--- src/rtl/core/hla_pkg.sv ---
// ----------------------------------------------------------------------------
// hla_pkg
// Shared constants, widths and status codes of the hole list allocator.
// ----------------------------------------------------------------------------
package hla_pkg;

    localparam int MEM_BYTES = 65536;
    localparam int MAX_HOLES = 32;

    localparam int ADDR_W = 16;
    localparam int LEN_W  = 17;
    localparam int END_W  = 18;
    localparam int IDX_W  = $clog2(MAX_HOLES);
    localparam int CNT_W  = $clog2(MAX_HOLES + 1);
    localparam int ENTRY_W = ADDR_W + LEN_W;

    localparam logic [1:0] ST_OK      = 2'd0;
    localparam logic [1:0] ST_NOFIT   = 2'd1;
    localparam logic [1:0] ST_FULL    = 2'd2;
    localparam logic [1:0] ST_IGNORED = 2'd3;

    localparam logic [1:0] POL_FIRST = 2'd0;
    localparam logic [1:0] POL_BEST  = 2'd1;
    localparam logic [1:0] POL_WORST = 2'd2;

    localparam logic FUNC_ALLOC = 1'b0;
    localparam logic FUNC_FREE  = 1'b1;

endpackage

--- src/rtl/core/hla_req_if.sv ---
// ----------------------------------------------------------------------------
// hla_req_if
// Request channel of the hole list allocator: valid, ready and payload.
// ----------------------------------------------------------------------------
interface hla_req_if;
    logic        valid;
    logic        ready;
    logic        func;
    logic [16:0] req_size;
    logic [15:0] req_addr;

    modport source (output valid, output func, output req_size, output req_addr,
                    input ready);
    modport sink (input valid, input func, input req_size, input req_addr,
                  output ready);
endinterface

--- src/rtl/core/hla_rsp_if.sv ---
// ----------------------------------------------------------------------------
// hla_rsp_if
// Response channel of the hole list allocator: valid, ready and payload.
// ----------------------------------------------------------------------------
interface hla_rsp_if;
    logic        valid;
    logic        ready;
    logic [15:0] alloc_addr;
    logic [1:0]  status;

    modport source (output valid, output alloc_addr, output status, input ready);
    modport sink (input valid, input alloc_addr, input status, output ready);
endinterface

--- src/rtl/core/hole_list_allocator_core.sv ---
// ----------------------------------------------------------------------------
// hole_list_allocator_core
// Address-sorted free hole table with first, best and worst fit allocation.
// ----------------------------------------------------------------------------
// One request is handled at a time. A request scans the hole table held in a
// single RAM, one entry per cycle (fewer entries when a free finds its place
// early), then passes through a decision state, and an insertion or removal
// shifts the entries above the touched slot, one per cycle, through the RAM's
// single read and write port. The result waits in an output register, and the
// next request is taken while it waits. After reset the S_INIT state seeds the
// table with the single hole covering all memory before the first request is
// taken.
module hole_list_allocator_core (
    input  logic       clk,
    input  logic       rst_n,
    input  logic       cfg_we,
    input  logic [1:0] cfg_wdata,
    hla_req_if.sink    req,
    hla_rsp_if.source  rsp
);
    import hla_pkg::*;

    localparam logic [2:0] S_INIT   = 3'd0;
    localparam logic [2:0] S_IDLE   = 3'd1;
    localparam logic [2:0] S_SCAN   = 3'd2;
    localparam logic [2:0] S_DECIDE = 3'd3;
    localparam logic [2:0] S_REMOVE = 3'd4;
    localparam logic [2:0] S_INSERT = 3'd5;
    localparam logic [2:0] S_RESP   = 3'd6;

    logic [2:0]        state_reg, state_next;
    logic [1:0]        policy_reg;
    logic [CNT_W-1:0]  count_reg, count_next;

    // request held for the whole operation
    logic              func_reg, func_next;
    logic [LEN_W-1:0]  size_reg, size_next;
    logic [ADDR_W-1:0] addr_reg, addr_next;
    logic [LEN_W-1:0]  end_reg, end_next;

    // scan pipeline
    logic [CNT_W-1:0]  iss_reg, iss_next;
    logic              vld_reg, vld_next;
    logic [IDX_W-1:0]  eidx_reg, eidx_next;

    // alloc pick
    logic              found_reg, found_next;
    logic [IDX_W-1:0]  pick_reg, pick_next;
    logic [ADDR_W-1:0] pick_start_reg, pick_start_next;
    logic [LEN_W-1:0]  pick_len_reg, pick_len_next;

    // free neighbours
    logic              has_prev_reg, has_prev_next;
    logic [ADDR_W-1:0] prev_start_reg, prev_start_next;
    logic [LEN_W-1:0]  prev_len_reg, prev_len_next;
    logic              has_next_reg, has_next_next;
    logic [ADDR_W-1:0] next_start_reg, next_start_next;
    logic [LEN_W-1:0]  next_len_reg, next_len_next;
    logic [CNT_W-1:0]  pos_reg, pos_next;

    // shift pipeline
    logic [CNT_W-1:0]  sh_reg, sh_next;
    logic              shv_reg, shv_next;
    logic [IDX_W-1:0]  shw_reg, shw_next;
    logic [CNT_W-1:0]  base_reg, base_next;

    // result
    logic [1:0]        status_reg, status_next;
    logic [ADDR_W-1:0] grant_reg, grant_next;
    logic              rsp_valid_reg, rsp_valid_next;
    logic [ADDR_W-1:0] rsp_addr_reg, rsp_addr_next;
    logic [1:0]        rsp_status_reg, rsp_status_next;

    // RAM port
    logic               ram_we;
    logic [IDX_W-1:0]   ram_waddr;
    logic [ENTRY_W-1:0] ram_wdata;
    logic [IDX_W-1:0]   ram_raddr;
    logic [ENTRY_W-1:0] ram_rdata;
    logic [ADDR_W-1:0]  d_start;
    logic [LEN_W-1:0]   d_len;

    // decision arithmetic
    logic [END_W-1:0]  req_sum;
    logic [END_W-1:0]  prev_end, next_end, fr_end, ne_prev, ne_next;
    logic              join_prev, join_next;

    hla_ram #(
        .WIDTH (ENTRY_W),
        .DEPTH (MAX_HOLES)
    ) u_table (
        .clk   (clk),
        .we    (ram_we),
        .waddr (ram_waddr),
        .wdata (ram_wdata),
        .raddr (ram_raddr),
        .rdata (ram_rdata)
    );

    assign d_start = ram_rdata[ENTRY_W-1:LEN_W];
    assign d_len   = ram_rdata[LEN_W-1:0];

    assign req.ready      = (state_reg == S_IDLE);
    assign rsp.valid      = rsp_valid_reg;
    assign rsp.alloc_addr = rsp_addr_reg;
    assign rsp.status     = rsp_status_reg;

    // clamp the freed range at the end of memory
    assign req_sum = END_W'(req.req_addr) + END_W'(req.req_size);

    // neighbour ends for the merge decision
    assign prev_end  = END_W'(prev_start_reg) + END_W'(prev_len_reg);
    assign next_end  = END_W'(next_start_reg) + END_W'(next_len_reg);
    assign fr_end    = END_W'(end_reg);
    assign join_prev = has_prev_reg && (prev_end >= END_W'(addr_reg));
    assign join_next = has_next_reg && (END_W'(next_start_reg) <= fr_end);

    always_comb
    begin
        // union end on the merge with the previous hole
        ne_prev = (fr_end > prev_end) ? fr_end : prev_end;
        if (join_next && (next_end > ne_prev))
        begin
            ne_prev = next_end;
        end
        ne_next = (fr_end > next_end) ? fr_end : next_end;
    end

    always_comb
    begin
        state_next      = state_reg;
        count_next      = count_reg;
        func_next       = func_reg;
        size_next       = size_reg;
        addr_next       = addr_reg;
        end_next        = end_reg;
        iss_next        = iss_reg;
        vld_next        = 1'b0;
        eidx_next       = eidx_reg;
        found_next      = found_reg;
        pick_next       = pick_reg;
        pick_start_next = pick_start_reg;
        pick_len_next   = pick_len_reg;
        has_prev_next   = has_prev_reg;
        prev_start_next = prev_start_reg;
        prev_len_next   = prev_len_reg;
        has_next_next   = has_next_reg;
        next_start_next = next_start_reg;
        next_len_next   = next_len_reg;
        pos_next        = pos_reg;
        sh_next         = sh_reg;
        shv_next        = 1'b0;
        shw_next        = shw_reg;
        base_next       = base_reg;
        status_next     = status_reg;
        grant_next      = grant_reg;
        rsp_valid_next  = rsp_valid_reg;
        rsp_addr_next   = rsp_addr_reg;
        rsp_status_next = rsp_status_reg;
        ram_we          = 1'b0;
        ram_waddr       = '0;
        ram_wdata       = '0;
        ram_raddr       = '0;

        // drop the result once the sink takes it
        if (rsp_valid_reg && rsp.ready)
        begin
            rsp_valid_next = 1'b0;
        end

        case (state_reg)
            S_INIT:
            begin
                // seed the single hole covering the whole memory
                ram_we     = 1'b1;
                ram_waddr  = '0;
                ram_wdata  = {ADDR_W'(0), LEN_W'(MEM_BYTES)};
                count_next = CNT_W'(1);
                state_next = S_IDLE;
            end

            S_IDLE:
            begin
                if (req.valid)
                begin
                    func_next     = req.func;
                    size_next     = req.req_size;
                    addr_next     = req.req_addr;
                    end_next      = (req_sum > END_W'(MEM_BYTES)) ?
                                    LEN_W'(MEM_BYTES) : LEN_W'(req_sum);
                    iss_next      = '0;
                    found_next    = 1'b0;
                    has_prev_next = 1'b0;
                    has_next_next = 1'b0;
                    pos_next      = count_reg;
                    status_next   = ST_OK;
                    grant_next    = '0;
                    if ((req.func == FUNC_FREE) &&
                        ((req.req_size == '0) ||
                         ({1'b0, req.req_addr} >= LEN_W'(MEM_BYTES))))
                    begin
                        status_next = ST_IGNORED;
                        state_next  = S_RESP;
                    end
                    else
                    begin
                        state_next = S_SCAN;
                    end
                end
            end

            S_SCAN:
            begin
                // issue the next read, evaluate the entry read last cycle
                ram_raddr = iss_reg[IDX_W-1:0];
                if (iss_reg < count_reg)
                begin
                    vld_next  = 1'b1;
                    eidx_next = iss_reg[IDX_W-1:0];
                    iss_next  = iss_reg + CNT_W'(1);
                end
                if (vld_reg)
                begin
                    if (func_reg == FUNC_ALLOC)
                    begin
                        if (d_len >= size_reg)
                        begin
                            if (!found_reg)
                            begin
                                found_next      = 1'b1;
                                pick_next       = eidx_reg;
                                pick_start_next = d_start;
                                pick_len_next   = d_len;
                                if ((policy_reg != POL_BEST) && (policy_reg != POL_WORST))
                                begin
                                    vld_next   = 1'b0;
                                    state_next = S_DECIDE;
                                end
                            end
                            else if (((policy_reg == POL_BEST) && (d_len < pick_len_reg)) ||
                                     ((policy_reg == POL_WORST) && (d_len > pick_len_reg)))
                            begin
                                pick_next       = eidx_reg;
                                pick_start_next = d_start;
                                pick_len_next   = d_len;
                            end
                        end
                    end
                    else
                    begin
                        if (d_start == addr_reg)
                        begin
                            vld_next    = 1'b0;
                            status_next = ST_IGNORED;
                            state_next  = S_RESP;
                        end
                        else if (d_start > addr_reg)
                        begin
                            vld_next        = 1'b0;
                            pos_next        = CNT_W'(eidx_reg);
                            has_next_next   = 1'b1;
                            next_start_next = d_start;
                            next_len_next   = d_len;
                            state_next      = S_DECIDE;
                        end
                        else
                        begin
                            has_prev_next   = 1'b1;
                            prev_start_next = d_start;
                            prev_len_next   = d_len;
                        end
                    end
                end
                else if (iss_reg >= count_reg)
                begin
                    // every entry seen without an early stop
                    vld_next   = 1'b0;
                    state_next = S_DECIDE;
                end
            end

            S_DECIDE:
            begin
                if (func_reg == FUNC_ALLOC)
                begin
                    if (!found_reg)
                    begin
                        status_next = ST_NOFIT;
                        state_next  = S_RESP;
                    end
                    else
                    begin
                        grant_next = pick_start_reg;
                        if (pick_len_reg == size_reg)
                        begin
                            base_next  = CNT_W'(pick_reg);
                            sh_next    = CNT_W'(pick_reg);
                            state_next = S_REMOVE;
                        end
                        else
                        begin
                            // shrink the hole from the front
                            ram_we     = 1'b1;
                            ram_waddr  = pick_reg;
                            ram_wdata  = {pick_start_reg + size_reg[ADDR_W-1:0],
                                          pick_len_reg - size_reg};
                            state_next = S_RESP;
                        end
                    end
                end
                else if (join_prev)
                begin
                    ram_we     = 1'b1;
                    ram_waddr  = IDX_W'(pos_reg - CNT_W'(1));
                    ram_wdata  = {prev_start_reg, LEN_W'(ne_prev - END_W'(prev_start_reg))};
                    if (join_next)
                    begin
                        sh_next    = pos_reg;
                        base_next  = pos_reg;
                        state_next = S_REMOVE;
                    end
                    else
                    begin
                        state_next = S_RESP;
                    end
                end
                else if (join_next)
                begin
                    ram_we     = 1'b1;
                    ram_waddr  = pos_reg[IDX_W-1:0];
                    ram_wdata  = {addr_reg, LEN_W'(ne_next - END_W'(addr_reg))};
                    state_next = S_RESP;
                end
                else if (count_reg >= CNT_W'(MAX_HOLES))
                begin
                    status_next = ST_FULL;
                    state_next  = S_RESP;
                end
                else
                begin
                    sh_next    = count_reg;
                    base_next  = pos_reg;
                    state_next = S_INSERT;
                end
            end

            S_REMOVE:
            begin
                // move entry sh+1 down to sh, one per cycle
                ram_raddr = IDX_W'(sh_reg + CNT_W'(1));
                if ((sh_reg + CNT_W'(1)) < count_reg)
                begin
                    shv_next = 1'b1;
                    shw_next = sh_reg[IDX_W-1:0];
                    sh_next  = sh_reg + CNT_W'(1);
                end
                if (shv_reg)
                begin
                    ram_we    = 1'b1;
                    ram_waddr = shw_reg;
                    ram_wdata = ram_rdata;
                end
                else if ((sh_reg + CNT_W'(1)) >= count_reg)
                begin
                    count_next = count_reg - CNT_W'(1);
                    state_next = S_RESP;
                end
            end

            S_INSERT:
            begin
                // move entry sh-1 up to sh, from the top down to the slot
                ram_raddr = IDX_W'(sh_reg - CNT_W'(1));
                if (sh_reg > base_reg)
                begin
                    shv_next = 1'b1;
                    shw_next = sh_reg[IDX_W-1:0];
                    sh_next  = sh_reg - CNT_W'(1);
                end
                if (shv_reg)
                begin
                    ram_we    = 1'b1;
                    ram_waddr = shw_reg;
                    ram_wdata = ram_rdata;
                end
                else if (sh_reg <= base_reg)
                begin
                    ram_we     = 1'b1;
                    ram_waddr  = base_reg[IDX_W-1:0];
                    ram_wdata  = {addr_reg, end_reg - LEN_W'(addr_reg)};
                    count_next = count_reg + CNT_W'(1);
                    state_next = S_RESP;
                end
            end

            S_RESP:
            begin
                // hold until the output register is free
                if (!rsp_valid_reg || rsp.ready)
                begin
                    rsp_valid_next  = 1'b1;
                    rsp_addr_next   = (status_reg == ST_OK) ? grant_reg : '0;
                    rsp_status_next = status_reg;
                    state_next      = S_IDLE;
                end
            end

            default:
            begin
                state_next = S_IDLE;
            end
        endcase
    end

    always_ff @(posedge clk or negedge rst_n)
    begin
        if (!rst_n)
        begin
            state_reg     <= S_INIT;
            policy_reg    <= POL_FIRST;
            count_reg     <= CNT_W'(1);
            vld_reg       <= 1'b0;
            shv_reg       <= 1'b0;
            rsp_valid_reg <= 1'b0;
        end
        else
        begin
            state_reg     <= state_next;
            count_reg     <= count_next;
            vld_reg       <= vld_next;
            shv_reg       <= shv_next;
            rsp_valid_reg <= rsp_valid_next;
            if (cfg_we)
            begin
                policy_reg <= cfg_wdata;
            end
        end
    end

    always_ff @(posedge clk)
    begin
        func_reg       <= func_next;
        size_reg       <= size_next;
        addr_reg       <= addr_next;
        end_reg        <= end_next;
        iss_reg        <= iss_next;
        eidx_reg       <= eidx_next;
        found_reg      <= found_next;
        pick_reg       <= pick_next;
        pick_start_reg <= pick_start_next;
        pick_len_reg   <= pick_len_next;
        has_prev_reg   <= has_prev_next;
        prev_start_reg <= prev_start_next;
        prev_len_reg   <= prev_len_next;
        has_next_reg   <= has_next_next;
        next_start_reg <= next_start_next;
        next_len_reg   <= next_len_next;
        pos_reg        <= pos_next;
        sh_reg         <= sh_next;
        shw_reg        <= shw_next;
        base_reg       <= base_next;
        status_reg     <= status_next;
        grant_reg      <= grant_next;
        rsp_addr_reg   <= rsp_addr_next;
        rsp_status_reg <= rsp_status_next;
    end

`ifndef NO_ASSERTIONS
    a_count_bound: assert property (@(posedge clk) disable iff (!rst_n)
        count_reg <= CNT_W'(MAX_HOLES))
        else $error("hole count beyond table depth");

    a_idle_no_write: assert property (@(posedge clk) disable iff (!rst_n)
        (state_reg == S_IDLE) |-> !ram_we)
        else $error("table written while idle");

    a_idle_count_stable: assert property (@(posedge clk) disable iff (!rst_n)
        (state_reg == S_IDLE) |=> $stable(count_reg))
        else $error("hole count changed on request acceptance");

    a_no_result_overwrite: assert property (@(posedge clk) disable iff (!rst_n)
        (rsp_valid_reg && !rsp.ready) |=> (rsp_valid_reg && $stable(rsp_addr_reg) &&
                                          $stable(rsp_status_reg)))
        else $error("pending result overwritten");
`endif

endmodule

--- src/rtl/core/hla_ram.sv ---
// ----------------------------------------------------------------------------
// hla_ram
// Generic single write port RAM with one registered read port.
// ----------------------------------------------------------------------------
module hla_ram #(
    parameter int WIDTH = 8,
    parameter int DEPTH = 16
) (
    input  logic                     clk,
    input  logic                     we,
    input  logic [$clog2(DEPTH)-1:0] waddr,
    input  logic [WIDTH-1:0]         wdata,
    input  logic [$clog2(DEPTH)-1:0] raddr,
    output logic [WIDTH-1:0]         rdata
);

    logic [WIDTH-1:0] mem [DEPTH];

    always_ff @(posedge clk)
    begin
        if (we)
        begin
            mem[waddr] <= wdata;
        end
        rdata <= mem[raddr];
    end

endmodule

--- src/flat_wrapper.sv ---
// flat-port wrapper written by rule: the top's interface ports become plain ports
module hole_list_allocator_core_flat import hla_pkg::*;
  (clk, rst_n, cfg_we, cfg_wdata, req_valid, req_func, req_req_size, req_req_addr, req_ready, rsp_valid, rsp_alloc_addr, rsp_status, rsp_ready);
  hla_req_if req_i ();
  hla_rsp_if rsp_i ();
  input  logic clk;
  input  logic rst_n;
  input  logic cfg_we;
  input  logic [1:0] cfg_wdata;
  input wire logic [$bits(req_i.valid)-1:0] req_valid;
  input wire logic [$bits(req_i.func)-1:0] req_func;
  input wire logic [$bits(req_i.req_size)-1:0] req_req_size;
  input wire logic [$bits(req_i.req_addr)-1:0] req_req_addr;
  output wire logic [$bits(req_i.ready)-1:0] req_ready;
  output wire logic [$bits(rsp_i.valid)-1:0] rsp_valid;
  output wire logic [$bits(rsp_i.alloc_addr)-1:0] rsp_alloc_addr;
  output wire logic [$bits(rsp_i.status)-1:0] rsp_status;
  input wire logic [$bits(rsp_i.ready)-1:0] rsp_ready;
  assign req_i.valid = req_valid;
  assign req_i.func = req_func;
  assign req_i.req_size = req_req_size;
  assign req_i.req_addr = req_req_addr;
  assign req_ready = req_i.ready;
  assign rsp_valid = rsp_i.valid;
  assign rsp_alloc_addr = rsp_i.alloc_addr;
  assign rsp_status = rsp_i.status;
  assign rsp_i.ready = rsp_ready;
  hole_list_allocator_core u_core (.clk(clk), .rst_n(rst_n), .cfg_we(cfg_we), .cfg_wdata(cfg_wdata), .req(req_i), .rsp(rsp_i));
endmodule
--- config.mk ---
export PLATFORM = sky130hd
export DESIGN_NAME = hole_list_allocator_core_flat
export DESIGN_NICKNAME = d
export VERILOG_FILES = /design/src/rtl/core/hla_pkg.sv /design/src/rtl/core/hla_req_if.sv /design/src/rtl/core/hla_rsp_if.sv /design/src/rtl/core/hole_list_allocator_core.sv /design/src/rtl/core/hla_ram.sv /design/src/flat_wrapper.sv
export SDC_FILE = /design/constraint.sdc
export NUM_CORES = 2
export LEC_CHECK = 0
export ABC_AREA = 0
export ABC_CLOCK_PERIOD_IN_PS = 28200
export BUFFER_PORTS_ARGS = -buffer_cell sky130_fd_sc_hd__buf_2
export CELL_PAD_IN_SITES_DETAIL_PLACEMENT = 0
export CELL_PAD_IN_SITES_GLOBAL_PLACEMENT = 1
export CORE_MARGIN = 1.5
export CORE_UTILIZATION = 50
export CTS_BUF_LIST = sky130_fd_sc_hd__clkbuf_16
export DETAILED_ROUTE_END_ITERATION = 8
export PLACE_DENSITY = 0.87
export SLEW_MARGIN = 20
export SYNTH_ARGS = -nofsm -noshare
export SYNTH_HDL_FRONTEND = slang
export SYNTH_SLANG_ARGS = --single-unit
--- constraint.sdc ---
create_clock -name clk -period 28.2 [get_ports clk]
set_clock_uncertainty 0.2 [all_clocks]
set_input_delay 1.41 -clock clk [delete_from_list [all_inputs] [get_ports clk]]
set_output_delay 1.41 -clock clk [all_outputs]
set_load 0.005 [all_outputs]
# == Word-level counts from Yosys, hierarchy flattened ==
# Memories as Yosys holds them, arrays and structs flattened. A register that Yosys moved wholly into a read port is not among the register bits.
# Cells that the tools add are included.
# word_totals
reg_bits,242
mem_bits_rw,1056
in_bits,41
output_inout_bits,20
elab_cells,292
memories,1
# memory_table
name,depth,width,read_ports,rd_ports_with_merged_regs,wr,line_no,text
u_core.u_table.mem,32,33,1,1,1,hla_ram.sv:17,logic [WIDTH-1:0] mem [DEPTH];
# op_classes
n_addsub,14
n_lt_le_gt_ge,17
n_eq_ne,49
muxes,139
bitwise_logic,3
n_reduce_logical,39
# ops
op,count
$mux 33,8
$mux 6,24
$pmux 33 s4,1
$mux 16,5
$mux 17,4
$mux 5,12
$mux 3,19
$add 16x17->18,3
$sub 17x16->17,3
$mux 1,37
$gt 17x18->1,2
$pmux 6 s3,2
$pmux 16 s2,1
$pmux 5 s3,2
$mux 2,13
$ne 2x1->1 const B,13
$reduce_and 5->1,5
$pmux 6 s2,2
$add 6x1->6 const B,3
$ge 18x16->1,1
$gt 18x17->1 const B,1
$gt 18x18->1,1
$mux 18,1
$ne 2x2->1 const B,9
48 further kinds,89

# == Logic depth before layout (Yosys ltp) ==
# depth
depth_word,10
depth_mapped,41
depth_no_buf,39

# == Cells and area by module ==
# A second synthesis with hierarchy kept.
# hier_totals
hier_cells,4443
area_unflattened_um2,61749.2
# modules_own_cells
module,n_inst,cells_each,area_each_um2,seq_area_each_um2
hla_ram,1,2332,41813.9,32371.0
hole_list_allocator_core,1,2111,19935.4,7198.2

# == Worst setup path after synthesis ==
# OpenSTA, ideal clock, no wires.
# synth_timing
path_kind,register -> register
start,reg u_core.prev_start_reg[0]
end,mem u_core.u_table.mem[0][13] (netlist name) (data pin)
arrival_ns,8.813
required_time_ns,27.546
path_slack_ns,18.733
path_stages_with_launch,38
path_cell_list,edfxtp_1 -> ha_1 -> fa_1 -> a211oi_1 -> o21ai_0 -> and3_1 -> o21ai_0 -> nand2b_1 -> a21o_1 -> a21oi_1 -> xnor2_1 -> inv_1 -> ha_1 -> and3_1 -> nand3_1 -> nor4_1 -> a2111oi_4 -> clkbuf_1 -> [2 not listed] -> ha_1 -> a21oi_1 -> o21ai_0 -> o31ai_1 -> nand3_1 -> o2111ai_1 -> clkbuf_1 -> clkbuf_1 -> a21oi_1 -> ha_1 -> or4_1 -> o211a_1 -> o31ai_1 -> a21oi_1 -> nor2_1 -> xnor2_1 -> a221oi_1 -> o21ai_0
# synth_via
elab_chain_len,10
# synth_lines
element,line_no,text
start: declaration,hole_list_allocator_core.sv:54,"logic [ADDR_W-1:0] prev_start_reg, prev_start_next;"
start signal: assignment,hole_list_allocator_core.sv:453,prev_start_reg <= prev_start_next;
$add 16x17->18,hole_list_allocator_core.sv:112,assign prev_end = END_W'(prev_start_reg) + END_W'(prev_len_reg);
$gt 17x18->1,hole_list_allocator_core.sv:121,ne_prev = (fr_end > prev_end) ? fr_end : prev_end;
$mux 18,hole_list_allocator_core.sv:121,
$gt 18x18->1,hole_list_allocator_core.sv:122,if (join_next && (next_end > ne_prev))
$logic_and 1x1->1,hole_list_allocator_core.sv:122,
$mux 17,hole_list_allocator_core.sv:122,
$sub 17x16->17,hole_list_allocator_core.sv:315,"ram_wdata = {prev_start_reg, LEN_W'(ne_prev - END_W'(prev_start_reg))};"
$mux 33 (*),hole_list_allocator_core.sv:311,else if (join_prev)
$mux 33 (*),hole_list_allocator_core.sv:284,if (func_reg == FUNC_ALLOC)
$pmux 33 s4 (*),hole_list_allocator_core.sv:171,case (state_reg)
named net u_core.ram_wdata[13],hole_list_allocator_core.sv:77,logic [ENTRY_W-1:0] ram_wdata;
end: declaration,hla_ram.sv:17,
# The timed path passes the listed nets; every way through them passes the cells marked *.

# == Worst setup path in the final report ==
# layout_timing
start,reg u_core.prev_start_reg[0]
end,mem u_core.u_table.mem[9][14] (netlist name) (data pin)
# The elaborated chain is that of the path after synthesis.

==> results.yml <==
status:
  status: "complete, no violations"
cells_and_area:
  largestRegisters: "u_core.u_table.mem x1056, u_core.u_table.rdata x33"
  finalNonFillerCells: 7117
  num-nets-final: 5703
  fill_cells: 10063
  drive_gt1_frac: 0.0867
  mostFrequentLayoutCells: "edfxtp_1, nand2_1, ha_1"
  layout_commonest_cell: "edfxtp_1"
  seqCellArea_um2: 39600
  final_cell_area_um2: 70000
  multi_input_area_um2: 21900
  regMostFlops: "u_core.u_table.mem"
  largest_register_ffs: 1056
  synthToLayoutAreaGrowth_pct: 11.2
power_and_ir_drop:
  p_leak_uw: 0.0264
  ir_drop_v: 0.0000966
  powerDensity_nw_per_um2: 99.7
route:
  drc: 0
  drt_iter0_markers: 5835
  wl_per_cell_um: 26.8
  vias: 44532
  vias_per_cell: 6.26
  routed_wirelength_um: 191000
  ant_nets: 0
  first_pass_iters: 6
global_routing:
  grt_use_total: 0.296
  grt_antenna_before_repair: 6
  grt_start_max_net_pins: 195
  grt_pass1_vias: 41806
  grt_pass1_wl_um: 277000
  top_usage_layer: "met2"
  grtUsageMet1: 0.406
  use_met2: 0.461
  overflow: 0
  grt_util_met3: 0.0539
cts:
  clkSinkCount: 1331
  postCtsSetupBuffers: 0
  cts_root_buffer: "clkbuf_16"
  h-tree-depth: 4
  hold_buffers: 0
  clk_latency_ns: 0.79
  cts_tree: "built"
  cts_buffers: 139
  cts-resized-gates: 0
  ctsLongestPathBuffers: 3
  clkTransAtPathRegs_ns: 0.06
worst_setup_path:
  crit_fanout: 32
  arrival_ns: 10.27
  path_class: "flip-flop to flip-flop"
  crit_path_start_kind: "flip-flop"
  cp-end-kind: "flip-flop"
  worstPathRequired_ns: 28.46
  critPathSlowestCell: "o21ai_4"
  critPathMaxStageDelay_ns: 0.78
sta:
  fmax_ghz: 0.0999
  worst_pin_slew_ns: 1.14
  rsz0062_at_grt: "false"
  finalSetupTns_ns: 0
  finalHoldViolations: 0
  fin_crit_ns: 10.01
  final-setup-viol-count: 0
  slew_headroom: 0.237
  period_share: 0.355
  report.final.slew_viol_count: 0
yosys:
  synth_nets: 5672
  syn_area_um2: 62900
  synth_top_area_cell: "edfxtp_1"
  synth-main-ff-cell: "edfxtp_1"
  syn_avg_cell_area_um2: 11.8
  synth_edf_count: 1284
  ys_seq_elements: 1331
  seq_area_frac_synth: 0.629
  ys_types: 86
  yosys.area.top_type_share: 0.613
  yosys-top-cells-area: "edfxtp_1, nand2_1, ha_1"
  syn_inst: 5333
  yosys_warnings: 0
  async_flop_share: 0.0105
floorplanning:
  ios: 61
  die_area_um2: 128000
  die_h_um: 358
  start_util: 0.506
  core_area_um2: 124000
  die_w_um: 358
  fp-row-count: 129
place:
  dp.cells: 6859
  port_buffers: 60
  dp_hpwl_um: 118000
  place.gp.congestion: 1.00
  placedInstanceArea_um2: 65400
flow_run:
  maxCapViolCount: 0
hold_path:
  min_path_type: "flip-flop to flip-flop"
[path summary, 6_finish.rpt]
path | start | end | slack [ns] | depth (start not counted)
max | u_core.prev_start_reg[0] | u_core.u_table.mem[9][14] | 18.19 | 38
min reg2reg | u_core.status_reg[0] | u_core.rsp.status[0] | 0.26 | 0
min in group asynchronous | rst_n | u_core.count_reg[2] | 0.31 | 1
max in group asynchronous | rst_n | u_core.count_reg[0] | 27.18 | 1
min | u_core.status_reg[0] | u_core.rsp.status[0] | 0.26 | 0
max reg2reg | u_core.prev_start_reg[0] | u_core.u_table.mem[9][14] | 18.19 | 38
[cell type report]
class                           instances  area share
Antenna cell                            2   0.0000715
Clock buffer                          142      0.0508
Clock inverter                        113      0.0134
Inverter                              185     0.00993
Multi-Input combinational cell       3532       0.313
Sequential cell                      1331       0.566
Tap cell                             1637      0.0293
Timing Repair Buffer                  175      0.0175
[metrics by stage]
step / utilization / total power [uW] / hold WS, ns / setup slack, ns
global placement: 0.526 / 5100 / 0.249 / 18.00
detailed placement: 0.526 / 5150 / 0.241 / 18.03
CTS: 0.562 / 6950 / 0.255 / 17.99
floorplan: - / 4300 / 0.226 / 18.73
global route: 0.563 / 7280 / 0.283 / 17.45
finish: 0.563 / 6970 / 0.264 / 18.19
[metal layers]
layer  vias up  part of all wire
met5         -           0.00016
met2      2318              0.46
li1      19948                 -
met4         4             0.046
met1     21843              0.39
met3       419             0.099
[worst max-delay path: cells and delay by family (launching register included)]
family | cells | cell delay, ns
adder cells (fa/ha/maj) | 6 | 1.90
buffers and inverters | 5 | 0.86
multiplexers | 1 | 0.25
flip-flops | 1 | 0.42
XOR/XNOR | 2 | 0.39
AND/OR/NAND/NOR | 5 | 0.68
AO/OA/AOI/OAI | 19 | 4.94
[power breakdown]
group | switching [uW] | total, uW | internal (uW)
clock network | 797 | 1810 | 1010
registers | 183 | 2760 | 2570
logic | 1670 | 2410 | 740
total | 2650 | 6970 | 4320
[kinds of logic after synthesis]
logic type | after synthesis | share of synthesized area
flip-flops | 1331 | 0.629
AO/OA/AOI/OAI | 1080 | 0.118
XOR/XNOR | 122 | 0.0170
AND/OR/NAND/NOR | 2005 | 0.142
buffers and inverters | 470 | 0.0287
multiplexers | 27 | 0.00444
adder cells (fa/ha/maj) | 298 | 0.0604
[synth_stat cells (19+ instances only)]
master    instances
a211oi_1        122
a21o_1           95
a21oi_1         224
a221o_1          19
a311oi_1        137
a31oi_1         164
and2_1           26
and3_1          233
clkbuf_1        249
dfxtp_1          33
edfxtp_1       1284
ha_1            289
inv_1           185
mux2i_1          20
nand2_1        1206
nand2b_1         23
nand3_1         187
nand4_1          28
nor2_1          135
nor2b_1          26
nor3_1           72
o211ai_1         20
o21a_1           31
o21ai_0         125
o21bai_1         30
xnor2_1          84
xor2_1           38
No activity file was read; power rests on OpenSTA's default activity.
